`config.mk`:
```
export PLATFORM = sky130hd
export DESIGN_NAME = pmfb_ctrl
export DESIGN_NICKNAME = d
export VERILOG_FILES = /design/src/design/pmfb_pkg.sv /design/src/design/pmfb_ctrl.sv
export SDC_FILE = /design/constraint.sdc
export NUM_CORES = 1
export LEC_CHECK = 0
export BUFFER_PORTS_ARGS = -buffer_cell sky130_fd_sc_hd__buf_2
export CAP_MARGIN = 0
export CORE_AREA = 2 2 39 41
export DETAILED_ROUTE_END_ITERATION = 10
export DIE_AREA = 0 0 41 43
export PLACE_DENSITY_LB_ADDON = 0.2
export SETUP_SLACK_MARGIN = 0.3
export SLEW_MARGIN = 40
export SYNTH_ARGS = -nofsm -noshare
export SYNTH_HDL_FRONTEND = slang
export SYNTH_SLANG_ARGS = --single-unit
```
`constraint.sdc`:
```
create_clock -name clk_i -period 2.2 [get_ports clk_i]
set_input_delay 0.22 -clock clk_i [delete_from_list [all_inputs] [get_ports clk_i]]
set_output_delay 0.22 -clock clk_i [all_outputs]
set_load 0.03 [all_outputs]
```
`src/design/pmfb_pkg.sv`:
```
// Shared types, constants and the splash image for the paged mono frame buffer.
package pmfb_pkg;

  localparam int DEF_DISPLAY_WIDTH  = 84;
  localparam int DEF_DISPLAY_HEIGHT = 48;

  // Splash image size and the index width that covers the largest store.
  localparam int SPLASH_BYTES = 504;
  localparam int IDX_W        = 13;

  localparam logic [7:0] CMD_PAGE   = 8'h40;
  localparam logic [7:0] CMD_COLUMN = 8'h80;

  // Configuration register indexes.
  localparam logic REG_ROTATION = 1'b0;
  localparam logic REG_TRAILER  = 1'b1;

  // Result kinds.
  localparam logic KIND_PIXEL   = 1'b0;
  localparam logic KIND_REFRESH = 1'b1;

  typedef enum logic [1:0] {
    OP_WRITE   = 2'd0,
    OP_READ    = 2'd1,
    OP_CLEAR   = 2'd2,
    OP_REFRESH = 2'd3
  } opcode_e;

  typedef enum logic [2:0] {
    ST_INIT,
    ST_IDLE,
    ST_EXEC,
    ST_FIN,
    ST_CLEAR
  } state_e;

  typedef struct packed {
    logic capture;
    logic exec;
    logic finish;
    logic sweep;
    logic sweep_clear;
  } ctrl_cmd_t;

  typedef struct packed {
    opcode_e op;
    logic    sweep_last;
    logic    out_free;
  } ctrl_status_t;

  localparam logic [7:0] SPLASH_ROM [SPLASH_BYTES] = '{
    8'h00, 8'h00, 8'h00, 8'h00, 8'h00, 8'h00, 8'h00, 8'h00,
    8'h00, 8'h00, 8'h00, 8'h00, 8'h00, 8'h00, 8'h00, 8'h00,
    8'h00, 8'h00, 8'h00, 8'h00, 8'h00, 8'h00, 8'h00, 8'h00,
    8'h00, 8'h00, 8'h00, 8'h00, 8'h00, 8'h00, 8'h00, 8'h00,
    8'h00, 8'h00, 8'h00, 8'h00, 8'h00, 8'h00, 8'hC0, 8'hE0,
    8'hF0, 8'hF8, 8'hFC, 8'hFC, 8'hFE, 8'hFF, 8'hFC, 8'hE0,
    8'h00, 8'h00, 8'h00, 8'h00, 8'h00, 8'h00, 8'h00, 8'h00,
    8'h00, 8'h00, 8'h00, 8'h00, 8'h00, 8'h00, 8'h00, 8'h00,
    8'h00, 8'h00, 8'h00, 8'h00, 8'h00, 8'h00, 8'h00, 8'h00,
    8'h00, 8'h00, 8'h00, 8'h00, 8'h00, 8'h00, 8'h00, 8'h00,
    8'h00, 8'h00, 8'h00, 8'h00, 8'h00, 8'h00, 8'h00, 8'h00,
    8'h00, 8'h00, 8'h00, 8'h00, 8'h00, 8'h00, 8'h00, 8'h00,
    8'h00, 8'h00, 8'h00, 8'h00, 8'h00, 8'hF8, 8'hF8, 8'hF8,
    8'hF8, 8'hF8, 8'hF8, 8'hF8, 8'hF8, 8'hF8, 8'hF8, 8'hF8,
    8'hF8, 8'hF0, 8'hF0, 8'hE0, 8'hE0, 8'hC0, 8'h80, 8'hC0,
    8'hFC, 8'hFF, 8'hFF, 8'hFF, 8'hFF, 8'h7F, 8'h3F, 8'h7F,
    8'hFF, 8'hFF, 8'hFF, 8'hFF, 8'hFF, 8'h00, 8'h00, 8'h00,
    8'h00, 8'h00, 8'h00, 8'h00, 8'h00, 8'h00, 8'h00, 8'h00,
    8'h00, 8'h00, 8'h00, 8'h00, 8'h00, 8'h00, 8'h00, 8'h00,
    8'h00, 8'h00, 8'h00, 8'h00, 8'h00, 8'h00, 8'h00, 8'h00,
    8'h00, 8'h00, 8'h00, 8'h00, 8'h00, 8'h00, 8'h00, 8'h00,
    8'h00, 8'h00, 8'h00, 8'h00, 8'h00, 8'h00, 8'h00, 8'h00,
    8'h00, 8'h00, 8'h00, 8'h00, 8'h00, 8'h00, 8'h00, 8'h00,
    8'h00, 8'h00, 8'h0F, 8'h1F, 8'h3F, 8'h7F, 8'hFF, 8'hFF,
    8'hFF, 8'hFF, 8'hFF, 8'hFF, 8'hFF, 8'hFF, 8'hE7, 8'hC7,
    8'hC7, 8'h87, 8'h8F, 8'h9F, 8'h9F, 8'hFF, 8'hFF, 8'hFF,
    8'hC1, 8'hC0, 8'hE0, 8'hFC, 8'hFF, 8'hFF, 8'hFF, 8'hFF,
    8'hFF, 8'hFC, 8'hFC, 8'hFC, 8'hFC, 8'hFE, 8'hFE, 8'hFE,
    8'hFC, 8'hFC, 8'hF8, 8'hF8, 8'hF0, 8'hE0, 8'hC0, 8'hC0,
    8'h00, 8'h00, 8'h00, 8'h00, 8'h00, 8'h00, 8'h00, 8'h00,
    8'h00, 8'h00, 8'h00, 8'h00, 8'h00, 8'h00, 8'h00, 8'h00,
    8'h00, 8'h00, 8'h00, 8'h00, 8'h00, 8'h00, 8'h00, 8'h00,
    8'h00, 8'h00, 8'h00, 8'h00, 8'h00, 8'h00, 8'h00, 8'h00,
    8'h00, 8'h00, 8'h00, 8'h00, 8'h00, 8'h00, 8'h00, 8'h00,
    8'h00, 8'h80, 8'hC0, 8'hE0, 8'hF1, 8'hFB, 8'hFF, 8'hFF,
    8'hFF, 8'hFF, 8'hFF, 8'h7F, 8'h1F, 8'h0F, 8'h0F, 8'h87,
    8'hE7, 8'hFF, 8'hFF, 8'hFF, 8'h1F, 8'h1F, 8'h3F, 8'hF9,
    8'hF8, 8'hF8, 8'hF8, 8'hF8, 8'hF8, 8'hF8, 8'hFD, 8'hFF,
    8'hFF, 8'hFF, 8'hFF, 8'hFF, 8'hFF, 8'hFF, 8'hFF, 8'hFF,
    8'h7F, 8'h3F, 8'h0F, 8'h07, 8'h01, 8'h00, 8'h00, 8'h00,
    8'h00, 8'h00, 8'h00, 8'h00, 8'h00, 8'h00, 8'h00, 8'h00,
    8'h00, 8'h00, 8'h00, 8'h00, 8'h00, 8'h00, 8'h00, 8'h00,
    8'h00, 8'h00, 8'h00, 8'h00, 8'h00, 8'h00, 8'h00, 8'h00,
    8'h00, 8'h00, 8'h00, 8'h00, 8'h00, 8'h00, 8'h00, 8'h00,
    8'h00, 8'h00, 8'h00, 8'hF0, 8'hFE, 8'hFF, 8'hFF, 8'hFF,
    8'hFF, 8'hFF, 8'hFF, 8'hFF, 8'hFF, 8'hFF, 8'hFF, 8'hFE,
    8'h7E, 8'h3F, 8'h3F, 8'h0F, 8'h1F, 8'hFF, 8'hFF, 8'hFF,
    8'hFC, 8'hF0, 8'hE0, 8'hF1, 8'hFF, 8'hFF, 8'hFF, 8'hFF,
    8'hFF, 8'hFC, 8'hF0, 8'h01, 8'h01, 8'h01, 8'h01, 8'h01,
    8'h01, 8'h01, 8'h01, 8'h00, 8'h00, 8'h00, 8'h00, 8'h00,
    8'h00, 8'h00, 8'h00, 8'h00, 8'h00, 8'h00, 8'h00, 8'h00,
    8'h00, 8'h00, 8'h00, 8'h00, 8'h00, 8'h00, 8'h00, 8'h00,
    8'h00, 8'h00, 8'h00, 8'h00, 8'h00, 8'h00, 8'h00, 8'h00,
    8'h00, 8'h00, 8'h00, 8'h00, 8'h00, 8'h00, 8'h00, 8'h00,
    8'h00, 8'h00, 8'h00, 8'h00, 8'h00, 8'h00, 8'h00, 8'h03,
    8'h03, 8'h03, 8'h03, 8'h03, 8'h03, 8'h03, 8'h03, 8'h01,
    8'h01, 8'h01, 8'h01, 8'h00, 8'h00, 8'h00, 8'h00, 8'h00,
    8'h00, 8'h00, 8'h03, 8'h0F, 8'h1F, 8'h3F, 8'h7F, 8'h7F,
    8'hFF, 8'hFF, 8'hFF, 8'hFF, 8'h7F, 8'h7F, 8'h1F, 8'h03,
    8'h00, 8'h00, 8'h00, 8'h00, 8'h00, 8'h00, 8'h00, 8'h00,
    8'h00, 8'h00, 8'h00, 8'h00, 8'h00, 8'h00, 8'h00, 8'h00,
    8'h00, 8'h00, 8'h00, 8'h00, 8'h00, 8'h00, 8'h00, 8'h00,
    8'h00, 8'h00, 8'h00, 8'h00, 8'h00, 8'h00, 8'h00, 8'h00
  };

  // Splash byte for a store index; bytes past the image are blank.
  function automatic logic [7:0] splash_byte(input logic [IDX_W-1:0] idx);
    logic [7:0] b;
    b = 8'h00;
    if (idx < IDX_W'(SPLASH_BYTES)) begin
      b = SPLASH_ROM[idx[8:0]];
    end
    return b;
  endfunction

endpackage

```
`src/design/pmfb_ctrl.sv`:
```
// Sequencing state machine of the paged mono frame buffer.
module pmfb_ctrl (
  input  logic                  clk_i,
  input  logic                  rst_ni,
  input  logic                  s_axis_tvalid_i,
  output logic                  s_axis_tready_o,
  input  pmfb_pkg::ctrl_status_t status_i,
  output pmfb_pkg::ctrl_cmd_t    cmd_o
);
  import pmfb_pkg::*;

  state_e state_q, state_d;
  logic   fin_ok;
  logic   accept;

  // The finishing step only stalls when it owes a result and the output slot is busy.
  assign fin_ok = !(status_i.op == OP_READ || status_i.op == OP_REFRESH) || status_i.out_free;
  assign s_axis_tready_o = (state_q == ST_IDLE) || ((state_q == ST_FIN) && fin_ok);
  assign accept = s_axis_tvalid_i && s_axis_tready_o;

  always_comb begin
    state_d = state_q;
    case (state_q)
      ST_INIT: begin
        if (status_i.sweep_last) state_d = ST_IDLE;
      end
      ST_IDLE: begin
        if (accept) state_d = ST_EXEC;
      end
      ST_EXEC: begin
        state_d = (status_i.op == OP_CLEAR) ? ST_CLEAR : ST_FIN;
      end
      ST_FIN: begin
        if (fin_ok) state_d = accept ? ST_EXEC : ST_IDLE;
      end
      ST_CLEAR: begin
        if (status_i.sweep_last) state_d = ST_IDLE;
      end
      default: state_d = ST_IDLE;
    endcase
  end

  always_comb begin
    cmd_o             = '0;
    cmd_o.capture     = accept;
    cmd_o.exec        = (state_q == ST_EXEC);
    cmd_o.finish      = (state_q == ST_FIN) && fin_ok;
    cmd_o.sweep       = (state_q == ST_INIT) || (state_q == ST_CLEAR);
    cmd_o.sweep_clear = (state_q == ST_CLEAR);
  end

  always_ff @(posedge clk_i or negedge rst_ni) begin
    if (!rst_ni) begin
      state_q <= ST_INIT;
    end else begin
      state_q <= state_d;
    end
  end

  a_init_once: assert property (@(posedge clk_i) disable iff (!rst_ni)
    state_q != ST_INIT |=> state_q != ST_INIT)
    else $error("frame buffer returned to the initial fill");

  a_sweep_exclusive: assert property (@(posedge clk_i) disable iff (!rst_ni)
    cmd_o.sweep |-> !cmd_o.capture && !cmd_o.finish)
    else $error("store sweep overlaps item handling");

  a_clear_entry: assert property (@(posedge clk_i) disable iff (!rst_ni)
    $rose(state_q == ST_CLEAR) |-> $past(state_q == ST_EXEC))
    else $error("clear sweep started without a clear item");

endmodule

```
==> impl_metrics.env, run 1 <==
export IMPL_max_stage_delay_ns=0.44
export IMPL_num_antenna_cells=0
export IMPL_hold_path_class="primary input to register"
export IMPL_path_cells="nand2b_1 -> a21oi_1 -> and2_1 -> buf_2"
export IMPL_cts_sinks=3
export IMPL_final_cell_mix="buf_2, a21oi_1, nor2_1, clkbuf_4, dfrtp_1"
export IMPL_die_x_microns=41
export IMPL_synth_ff_latch_count=3
export IMPL_fmax_ghz=0.651
export IMPL_timing_rr_start="state_q[1]"
export IMPL_antenna_found_initial=0
export IMPL_final_seq_area_sq_um=75.1
export IMPL_slew_violations=0
export IMPL_grt_max_degree=10
export IMPL_avgSynthCellArea_sq_um=8.47
export IMPL_status="finished clean"
export IMPL_row_count=14
export IMPL_io_buffers=12
export IMPL_htree_levels=1
export IMPL_cp_top_family="flip-flops"
export IMPL_p_leak_nw=0.157
export IMPL_dieArea_sq_um=1760
export IMPL_reg_top3="state_q: 3 flops"
export IMPL_cp_start_kind="register"
export IMPL_syn_nets=33
export IMPL_ir_drop_uv=400
export IMPL_gr_total_overflow=0
export IMPL_postRouteAntennaNets=0
export IMPL_rsz0062_at_grt="no"
export IMPL_regMostFlops="state_q"
export IMPL_cp_depth=4
export IMPL_crit_slowest_cell="dfrtp_1"
export IMPL_cp_max_fo=8
export IMPL_num_vias=223
export IMPL_dp_slack_ns=0.895
export IMPL_synth_seq_area_share_pct=34.1
export IMPL_drive_gt1_share_pct=39.0
export IMPL_cap_violations=0
export IMPL_hold_viol_final=0
export IMPL_multi_input_area_sq_um=130
export IMPL_syn_to_final_growth_pct=46.0
export IMPL_critPathKind="register to output port"
export IMPL_ys_warn_count=0
export IMPL_totalWireLength_microns=478
export IMPL_pin_count=13
export IMPL_nets=49
export IMPL_cts_clk_slew_worst_paths_ns=0.03
export IMPL_clock_root_buffer="clkbuf_4"
export IMPL_largest_register_ffs=3
export IMPL_critPathRequiredTime_ns=1.98
export IMPL_period_share_pct=69.8
export IMPL_min_period_ns=1.54
export IMPL_worstRegToRegCells=2
export IMPL_power_density_nw_per_um2=1400
export IMPL_netlist_area_sq_um=220
export IMPL_clkLatencyLatePin_ns=0.23
export IMPL_drc_errors=0
export IMPL_drt_iter0_markers=5
export IMPL_relSlewSlack_pct=83.2
export IMPL_cts_buffers=3
export IMPL_clockBufferDepth=2
export IMPL_post_cts_setup_buffers=0
export IMPL_cts_tree="built"
export IMPL_startpoint="state_q[2]"
export IMPL_critPathBufInv=1
export IMPL_routed_via_density=3.91
export IMPL_cp_data_arrival_time_ns=1.32
export IMPL_finalPower_w=0.000451
export IMPL_reg2reg_setup_slack_ns=0.99
export IMPL_reg2reg_to="state_q[0]"
export IMPL_finClkSkew_ns=0.00214
export IMPL_grtUsageTotal_pct=6.14
export IMPL_worstMarginPinSlew_ns=0.252
export IMPL_coreArea_sq_um=1380
export IMPL_tns_ns=0
export IMPL_start_util_pct=15.9
export IMPL_wl_per_cell_microns=8.39
export IMPL_critPathCapture="cmd_o[4]"
export IMPL_layout_commonest_cell="buf_2"
export IMPL_grt_pass1_wl_microns=683
export IMPL_cp_end_kind="output port"
export IMPL_fin_ws_ns=0.665
export IMPL_finalSetupViolCount=0
export IMPL_dieHeight_microns=43
export IMPL_first_global_vias=208
export IMPL_final_core_util_pct=23.2
export IMPL_yosys_cell_types_count=14
export IMPL_dr_pass1_iters=4
export IMPL_fillers=156
export IMPL_postSynthCellCount=26
export IMPL_place_gp_congestion=0.657
worst min path at each step:
stage / to / cells after the start / start
6_report: state_q[0] / 3 / status_i[1]
5_1_grt: state_q[0] / 3 / status_i[1]
4_1_cts: state_q[1] / 2 / rst_ni
3_5_place_dp: state_q[1] / 1 / rst_ni
3_3_place_gp: state_q[1] / 1 / rst_ni
2_1_floorplan: state_q[0] / 0 / rst_ni
cells by family (layout without fill, tap and decap cells):
group           after synthesis  in the layout  share of synthesized area (%)
simple gates                 14             14                           40.3
compound gates                7              7                           18.8
buf+inv                       2             17                           6.82
flops                         3              3                           34.1
final cells by class:
| type | instances | area share (%) |
|---|---|---|
| sequential | 3 | 23.3 |
| clock buffer | 4 | 8.17 |
| timing repair buffer | 13 | 21.8 |
| tap | 16 | 6.23 |
| multi-input combinational | 21 | 40.5 |
what timing repair did:
action / 4_1_cts / 5_1_grt
hold buffers: 1 / 0
endpoints found under the hold margin: 3 / 0
gates resized for setup: 0 / 0
synth_stat cells:
master	count	area (sq um)
and2_1	2	12.5
a22oi_1	1	7.51
dfrtp_1	3	75.1
or4b_1	1	10.0
nor3_1	2	10.0
buf_4	2	15.0
nand3b_1	1	7.51
nor2b_1	2	12.5
nor3b_2	1	12.5
nor2_1	3	11.3
a21oi_1	4	20.0
a22o_1	1	8.76
o21ai_0	1	5.00
nand2b_1	2	12.5
worst min-delay path: stages:
cell,delay (ns)
buf_2,0.08
nor3_1,0.04
a21oi_1,0.13
report_power, final:
group          switching, W  total (W)  internal (W)
combinational      0.000149   0.000236     0.0000864
sequential        0.0000429   0.000120     0.0000773
clock             0.0000270  0.0000948     0.0000679
total              0.000219   0.000451      0.000232
metrics by stage:
step	hold slack [ns]	area, sq um	std cells
detailed placement	0.0161	285	52
global route	0.290	322	57
floorplan	-0.0756	220	26
global placement	0.0200	285	52
CTS	0.285	322	57
finish	0.293	322	57
metal layers:
metal	GRT usage, %	vias to the layer above	wire length (microns)	part of all wire [%]
met5	0	-	0	0
met4	8.00	0	0	0
met2	8.13	8	225	47
li1	-	122	-	-
met1	6.49	93	207	43
met3	1.57	0	45	9.4
No activity file was read; power rests on OpenSTA's default activity.
==> run 2: changes to the inputs <==
==> constraint.sdc (replaced) <==
create_clock -name clk_i -period 1.5 [get_ports clk_i]
set_input_delay 0.15 -clock clk_i [delete_from_list [all_inputs] [get_ports clk_i]]
set_output_delay 0.15 -clock clk_i [all_outputs]
set_load 0.03 [all_outputs]
==> run 2 against run 1 <==
Against the previous run: die area is the same; cell count grew 8.8%; power grew 94%; sequential share of layout area shrank 4.9 points; wire length grew 25%; register-to-register slack lost 0.76 ns; clock skew shrank 0.00061 ns; clock-buffer cell count is the same; utilization grew 7.7 points; critical path depth is the same; largest cell class unchanged; largest power group unchanged; highest routed layer unchanged.
==> impl_metrics.env, run 2 (synthesized netlist as in run 1, its figures left out) <==
export IMPL_critPathRequiredTime_ns=1.35
export IMPL_final_seq_area_sq_um=78.8
export IMPL_num_vias=253
export IMPL_drc_errors=0
export IMPL_critPathKind="register to output port"
export IMPL_coreArea_sq_um=1380
export IMPL_dieArea_sq_um=1760
export IMPL_regMostFlops="state_q"
export IMPL_gr_total_overflow=0
export IMPL_cap_violations=0
export IMPL_path_cells="nand2b_4 -> a21oi_4 -> and2_4 -> buf_6"
export IMPL_clockBufferDepth=2
export IMPL_crit_slowest_cell="dfrtp_2"
export IMPL_hold_viol_final=0
export IMPL_cp_top_family="flip-flops"
export IMPL_dr_pass1_iters=2
export IMPL_start_util_pct=15.9
export IMPL_p_comb_share_pct=61.8
export IMPL_fin_ws_ns=0.151
export IMPL_row_count=14
export IMPL_grt_max_degree=9
export IMPL_p_switching_w=0.000388
export IMPL_dieHeight_microns=43
export IMPL_power_density_nw_per_um2=2040
export IMPL_drt_iter0_markers=4
export IMPL_nets=54
export IMPL_cts_clk_slew_worst_paths_ns=0.04
export IMPL_final_cell_mix="buf_2, buf_4, clkbuf_4, dfrtp_2"
export IMPL_grt_pass1_wl_microns=1010
export IMPL_reg_top3="state_q: 3 flops"
export IMPL_cts_tree="built"
export IMPL_clock_root_buffer="clkbuf_4"
export IMPL_clkLatencyLatePin_ns=0.23
export IMPL_syn_to_final_growth_pct=94.3
export IMPL_first_global_vias=248
export IMPL_cp_data_arrival_time_ns=1.20
export IMPL_highest_layer="met3"
export IMPL_hold_path_class="primary input to register"
export IMPL_status="finished clean"
export IMPL_met2_length_microns=345
export IMPL_max_stage_delay_ns=0.43
export IMPL_antenna_found_initial=0
export IMPL_relSlewSlack_pct=79.8
export IMPL_htree_levels=1
export IMPL_place_gp_congestion=0.751
export IMPL_totalWireLength_microns=598
export IMPL_tns_ns=0
export IMPL_finClkSkew_ns=0.00153
export IMPL_dp_slack_ns=0.257
export IMPL_min_period_ns=1.35
export IMPL_cp_max_fo=5
export IMPL_multi_input_area_sq_um=163
export IMPL_rsz0062_at_grt="yes"
export IMPL_routed_via_density=4.08
export IMPL_pwr_share_clk_pct=16.2
export IMPL_grtUsageTotal_pct=8.65
export IMPL_switching_share_pct=44.3
export IMPL_finalSetupViolCount=0
export IMPL_pwr_share_seq_pct=22.0
export IMPL_p_leak_nw=0.193
export IMPL_internal_power_w=0.000487
export IMPL_cp_end_kind="output port"
export IMPL_cts_buffers=3
export IMPL_wl_per_cell_microns=9.65
export IMPL_cts_sinks=3
export IMPL_die_x_microns=41
export IMPL_largest_register_ffs=3
export IMPL_wl_met3_microns=36
export IMPL_period_share_pct=90.0
export IMPL_critPathBufInv=1
export IMPL_cp_start_kind="register"
export IMPL_slew_violations=0
export IMPL_io_buffers=12
export IMPL_worstMarginPinSlew_ns=0.301
export IMPL_fillers=158
export IMPL_drive_gt1_share_pct=67.4
export IMPL_wl_met1_microns=216
export IMPL_ir_drop_uv=741
export IMPL_num_antenna_cells=0
export IMPL_postRouteAntennaNets=0
export IMPL_fmax_ghz=0.741
export IMPL_pin_count=13
run 2: timing repair:
item / CTS / global route
setup buffers: 4 / 1
pin swaps: 4 / 1
gates resized for setup: 12 / 2
hold endpoints to repair: 3 / 0
hold buffers: 1 / 0
setup endpoints to repair: 7 / 7
run 2: layer usage:
layer	up-vias	global-route usage, %
met4	0	6.00
met2	5	13.8
li1	132	-
met1	116	8.74
met3	0	3.14
met5	-	0
run 2: worst reg2reg max path: stages, from the launching register on:
cell and delay, ns:
dfrtp_2 0.44, buf_4 0.15, or4b_4 0.45, a21oi_2 0.15
run 2: final cells by class:
cell class	count	share of cell area, %
clock buffers	4	6.14
flip-flops and latches	3	18.4
multi-input cells	21	38.0
repair buffers	18	32.7
well taps	16	4.68
run 2: stage by stage:
step                total power [W]  cell area, sq um  std cells  utilization, %  hold WS (ns)
floorplan                  0.000512               243         26               -        -0.146
global placement           0.000580               308         52            22.2       -0.0486
detailed placement         0.000583               308         52            22.2       -0.0513
CTS                        0.000863               418         61            30.2         0.184
global route               0.000949               428         62            30.9         0.202
finish                     0.000875               428         62            30.9         0.191
run 2: path summary, 6_finish.rpt:
check                              to   startpoint  cells past startpoint  slack (ns)
min                        state_q[0]  status_i[1]                      3        0.19
max in group asynchronous  state_q[2]       rst_ni                      2        1.14
max                          cmd_o[4]   state_q[2]                      4        0.15
min reg2reg                state_q[1]   state_q[2]                      1        0.51
min in group asynchronous  state_q[0]       rst_ni                      2        0.24
max reg2reg                state_q[0]   state_q[0]                      3        0.23
run 2: power by group through the flow:
stage / clock, W / sequential [W] / combinational, W
floorplan: 0 / 0.000150 / 0.000362
global placement: 0 / 0.000195 / 0.000384
detailed placement: 0 / 0.000197 / 0.000386
CTS: 0.000152 / 0.000196 / 0.000514
global route: 0.000168 / 0.000198 / 0.000583
finish: 0.000141 / 0.000192 / 0.000541
==> run 3: changes to the inputs <==
--- a/config.mk
+++ b/config.mk
@@ -5,12 +5,14 @@
 export SDC_FILE = /design/constraint.sdc
 export NUM_CORES = 1
 export LEC_CHECK = 0
+export ABC_AREA = 1
 export BUFFER_PORTS_ARGS = -buffer_cell sky130_fd_sc_hd__buf_2
 export CAP_MARGIN = 0
 export CORE_AREA = 2 2 39 41
 export DETAILED_ROUTE_END_ITERATION = 10
 export DIE_AREA = 0 0 41 43
 export PLACE_DENSITY_LB_ADDON = 0.2
+export RECOVER_POWER = 50
 export SETUP_SLACK_MARGIN = 0.3
 export SLEW_MARGIN = 40
 export SYNTH_ARGS = -nofsm -noshare
==> run 3 against run 2 <==
Against the previous run: power is 28% higher; clock-buffer cell count unchanged; non-clock buffer count unchanged; sequential share of layout area down 3.3 points; largest cell class unchanged.
==> impl_metrics.env, run 3 <==
export IMPL_status="finished clean"
export IMPL_worstMarginPinSlew_ns=0.363
export IMPL_syn_nets=55
export IMPL_syn_to_final_growth_pct=86.5
export IMPL_postRouteAntennaNets=0
export IMPL_postSynthCellCount=48
export IMPL_finClkSkew_ns=0.00417
export IMPL_rsz0062_at_grt="yes"
export IMPL_synth_ff_latch_count=3
export IMPL_first_global_vias=308
export IMPL_fmax_ghz=0.717
export IMPL_routed_via_density=4.06
export IMPL_tns_ns=0
export IMPL_avgSynthCellArea_sq_um=5.81
export IMPL_htree_levels=1
export IMPL_ys_warn_count=0
export IMPL_layout_commonest_cell="nand2_1"
export IMPL_nets=77
export IMPL_cap_violations=0
export IMPL_grtUsageTotal_pct=9.64
export IMPL_finalPower_w=0.00112
export IMPL_dp_slack_ns=0.264
export IMPL_regMostFlops="state_q"
export IMPL_synth_area_leaders="dfrtp_1, nand2_1, inv_1"
export IMPL_cts_tree="built"
export IMPL_hold_path_class="primary input to register"
export IMPL_ys_async_sr_fraction_pct=100
export IMPL_yosys_top_cells_count="nand2_1, inv_1, nor2_1"
export IMPL_slew_violations=0
export IMPL_final_core_util_pct=37.6
export IMPL_grt_pass1_wl_microns=1110
export IMPL_reg_top3="state_q: 3 flops"
export IMPL_cts_buffers=3
export IMPL_finalSetupViolCount=0
export IMPL_row_count=14
export IMPL_pin_count=13
export IMPL_synth_top_area_share_pct=26.9
export IMPL_yosysMostFrequentCell="nand2_1"
export IMPL_antenna_found_initial=0
export IMPL_cp_max_fo=3
export IMPL_clkLatencyLatePin_ns=0.23
export IMPL_num_vias=345
export IMPL_dieHeight_microns=43
export IMPL_relSlewSlack_pct=75.7
export IMPL_drc_errors=0
export IMPL_synthFlopType="dfrtp_1"
export IMPL_critPathRequiredTime_ns=1.35
export IMPL_clock_root_buffer="clkbuf_4"
export IMPL_die_x_microns=41
export IMPL_io_buffers=12
export IMPL_dp_cells=75
export IMPL_place_gp_congestion=0.697
export IMPL_power_density_nw_per_um2=2150
export IMPL_cts_clk_slew_worst_paths_ns=0.04
export IMPL_cp_end_kind="output port"
export IMPL_hold_viol_final=0
export IMPL_min_period_ns=1.39
export IMPL_netlist_area_sq_um=279
export IMPL_grt_max_degree=7
export IMPL_p_leak_nw=0.267
export IMPL_dr_pass1_iters=2
export IMPL_dp_hpwl_microns=545
export IMPL_clockBufferDepth=2
export IMPL_drive_gt1_share_pct=58.0
export IMPL_synth_seq_area_share_pct=26.9
export IMPL_instances_no_fill=85
export IMPL_totalWireLength_microns=800
export IMPL_ir_drop_uv=562
export IMPL_period_share_pct=92.9
export IMPL_final_cell_mix="nand2_1, buf_6, inv_1"
export IMPL_largest_register_ffs=3
export IMPL_wl_per_cell_microns=9.41
export IMPL_start_util_pct=20.2
export IMPL_yosys_cell_types_count=14
export IMPL_cts_sinks=3
export IMPL_gr_total_overflow=0
export IMPL_coreArea_sq_um=1380
export IMPL_yosys_area_top_type="dfrtp_1"
export IMPL_fin_ws_ns=0.106
export IMPL_num_antenna_cells=0
export IMPL_critPathKind="register to output port"
export IMPL_cp_start_kind="register"
export IMPL_dieArea_sq_um=1760
export IMPL_synth_edff_count=0
export IMPL_cp_data_arrival_time_ns=1.24
export IMPL_drt_iter0_markers=1
[run 3: layer usage]
layer / track usage [%] / wire length, microns / vias to the layer above
li1: - / - / 183
met1: 8.68 / 274 / 152
met2: 16.9 / 475 / 8
met3: 3.14 / 38 / 2
met4: 6.00 / 11 / 0
met5: 0 / 0 / -
[run 3: repair_timing]
item                       4_1_cts  5_1_grt
setup buffers                    4        1
hold buffers                     1        0
pin swaps                        3        6
gates resized for setup         11       21
setup endpoints to repair        6        8
hold endpoints to repair         3        0
cloned                           0        0
[run 3: through the flow]
stage,hold slack [ns],area (sq um)
floorplan,-0.146,289
global placement,-0.0518,362
detailed placement,-0.0503,362
CTS,0.192,458
global route,0.208,520
finish,0.196,520
[run 3: worst paths after layout]
check	start	to	slack, ns	depth (start not counted)
min in group asynchronous	rst_ni	state_q[0]	0.25	2
max in group asynchronous	rst_ni	state_q[1]	1.07	2
hold / removal	status_i[3]	state_q[2]	0.20	3
setup reg to reg	state_q[0]	state_q[2]	0.27	7
setup / recovery	state_q[0]	cmd_o[4]	0.11	5
hold reg to reg	state_q[2]	state_q[2]	0.73	3
[run 3: final cells by class]
| type | instances | area (sq um) |
|---|---|---|
| Sequential cell | 3 | 78.8 |
| Fill cell | 155 | 863 |
| Timing Repair Buffer | 18 | 151 |
| Multi-Input combinational cell | 33 | 203 |
| Inverter | 11 | 41.3 |
| Tap cell | 16 | 20.0 |
| Clock buffer | 4 | 26.3 |
[run 3: worst max-delay path, stage by stage, from the launching register on]
cell	delay (ns)
dfrtp_2	0.39
nand2_1	0.14
nor2_4	0.13
nand2_2	0.07
a21oi_2	0.13
buf_6	0.14
[run 3: cell families after synthesis]
kind of cell	count (synthesis)	synth area share, %
AO/OA/AOI/OAI	3	6.72
buffers and inverters	12	17.5
AND/OR/NAND/NOR	30	48.9
flip-flops	3	26.9
[run 3: where the power goes]
group          total (W)  internal, W  switching, W
logic           0.000799     0.000355      0.000444
clock network   0.000143    0.0000997     0.0000431
registers       0.000179     0.000121     0.0000581
total            0.00112     0.000575      0.000545
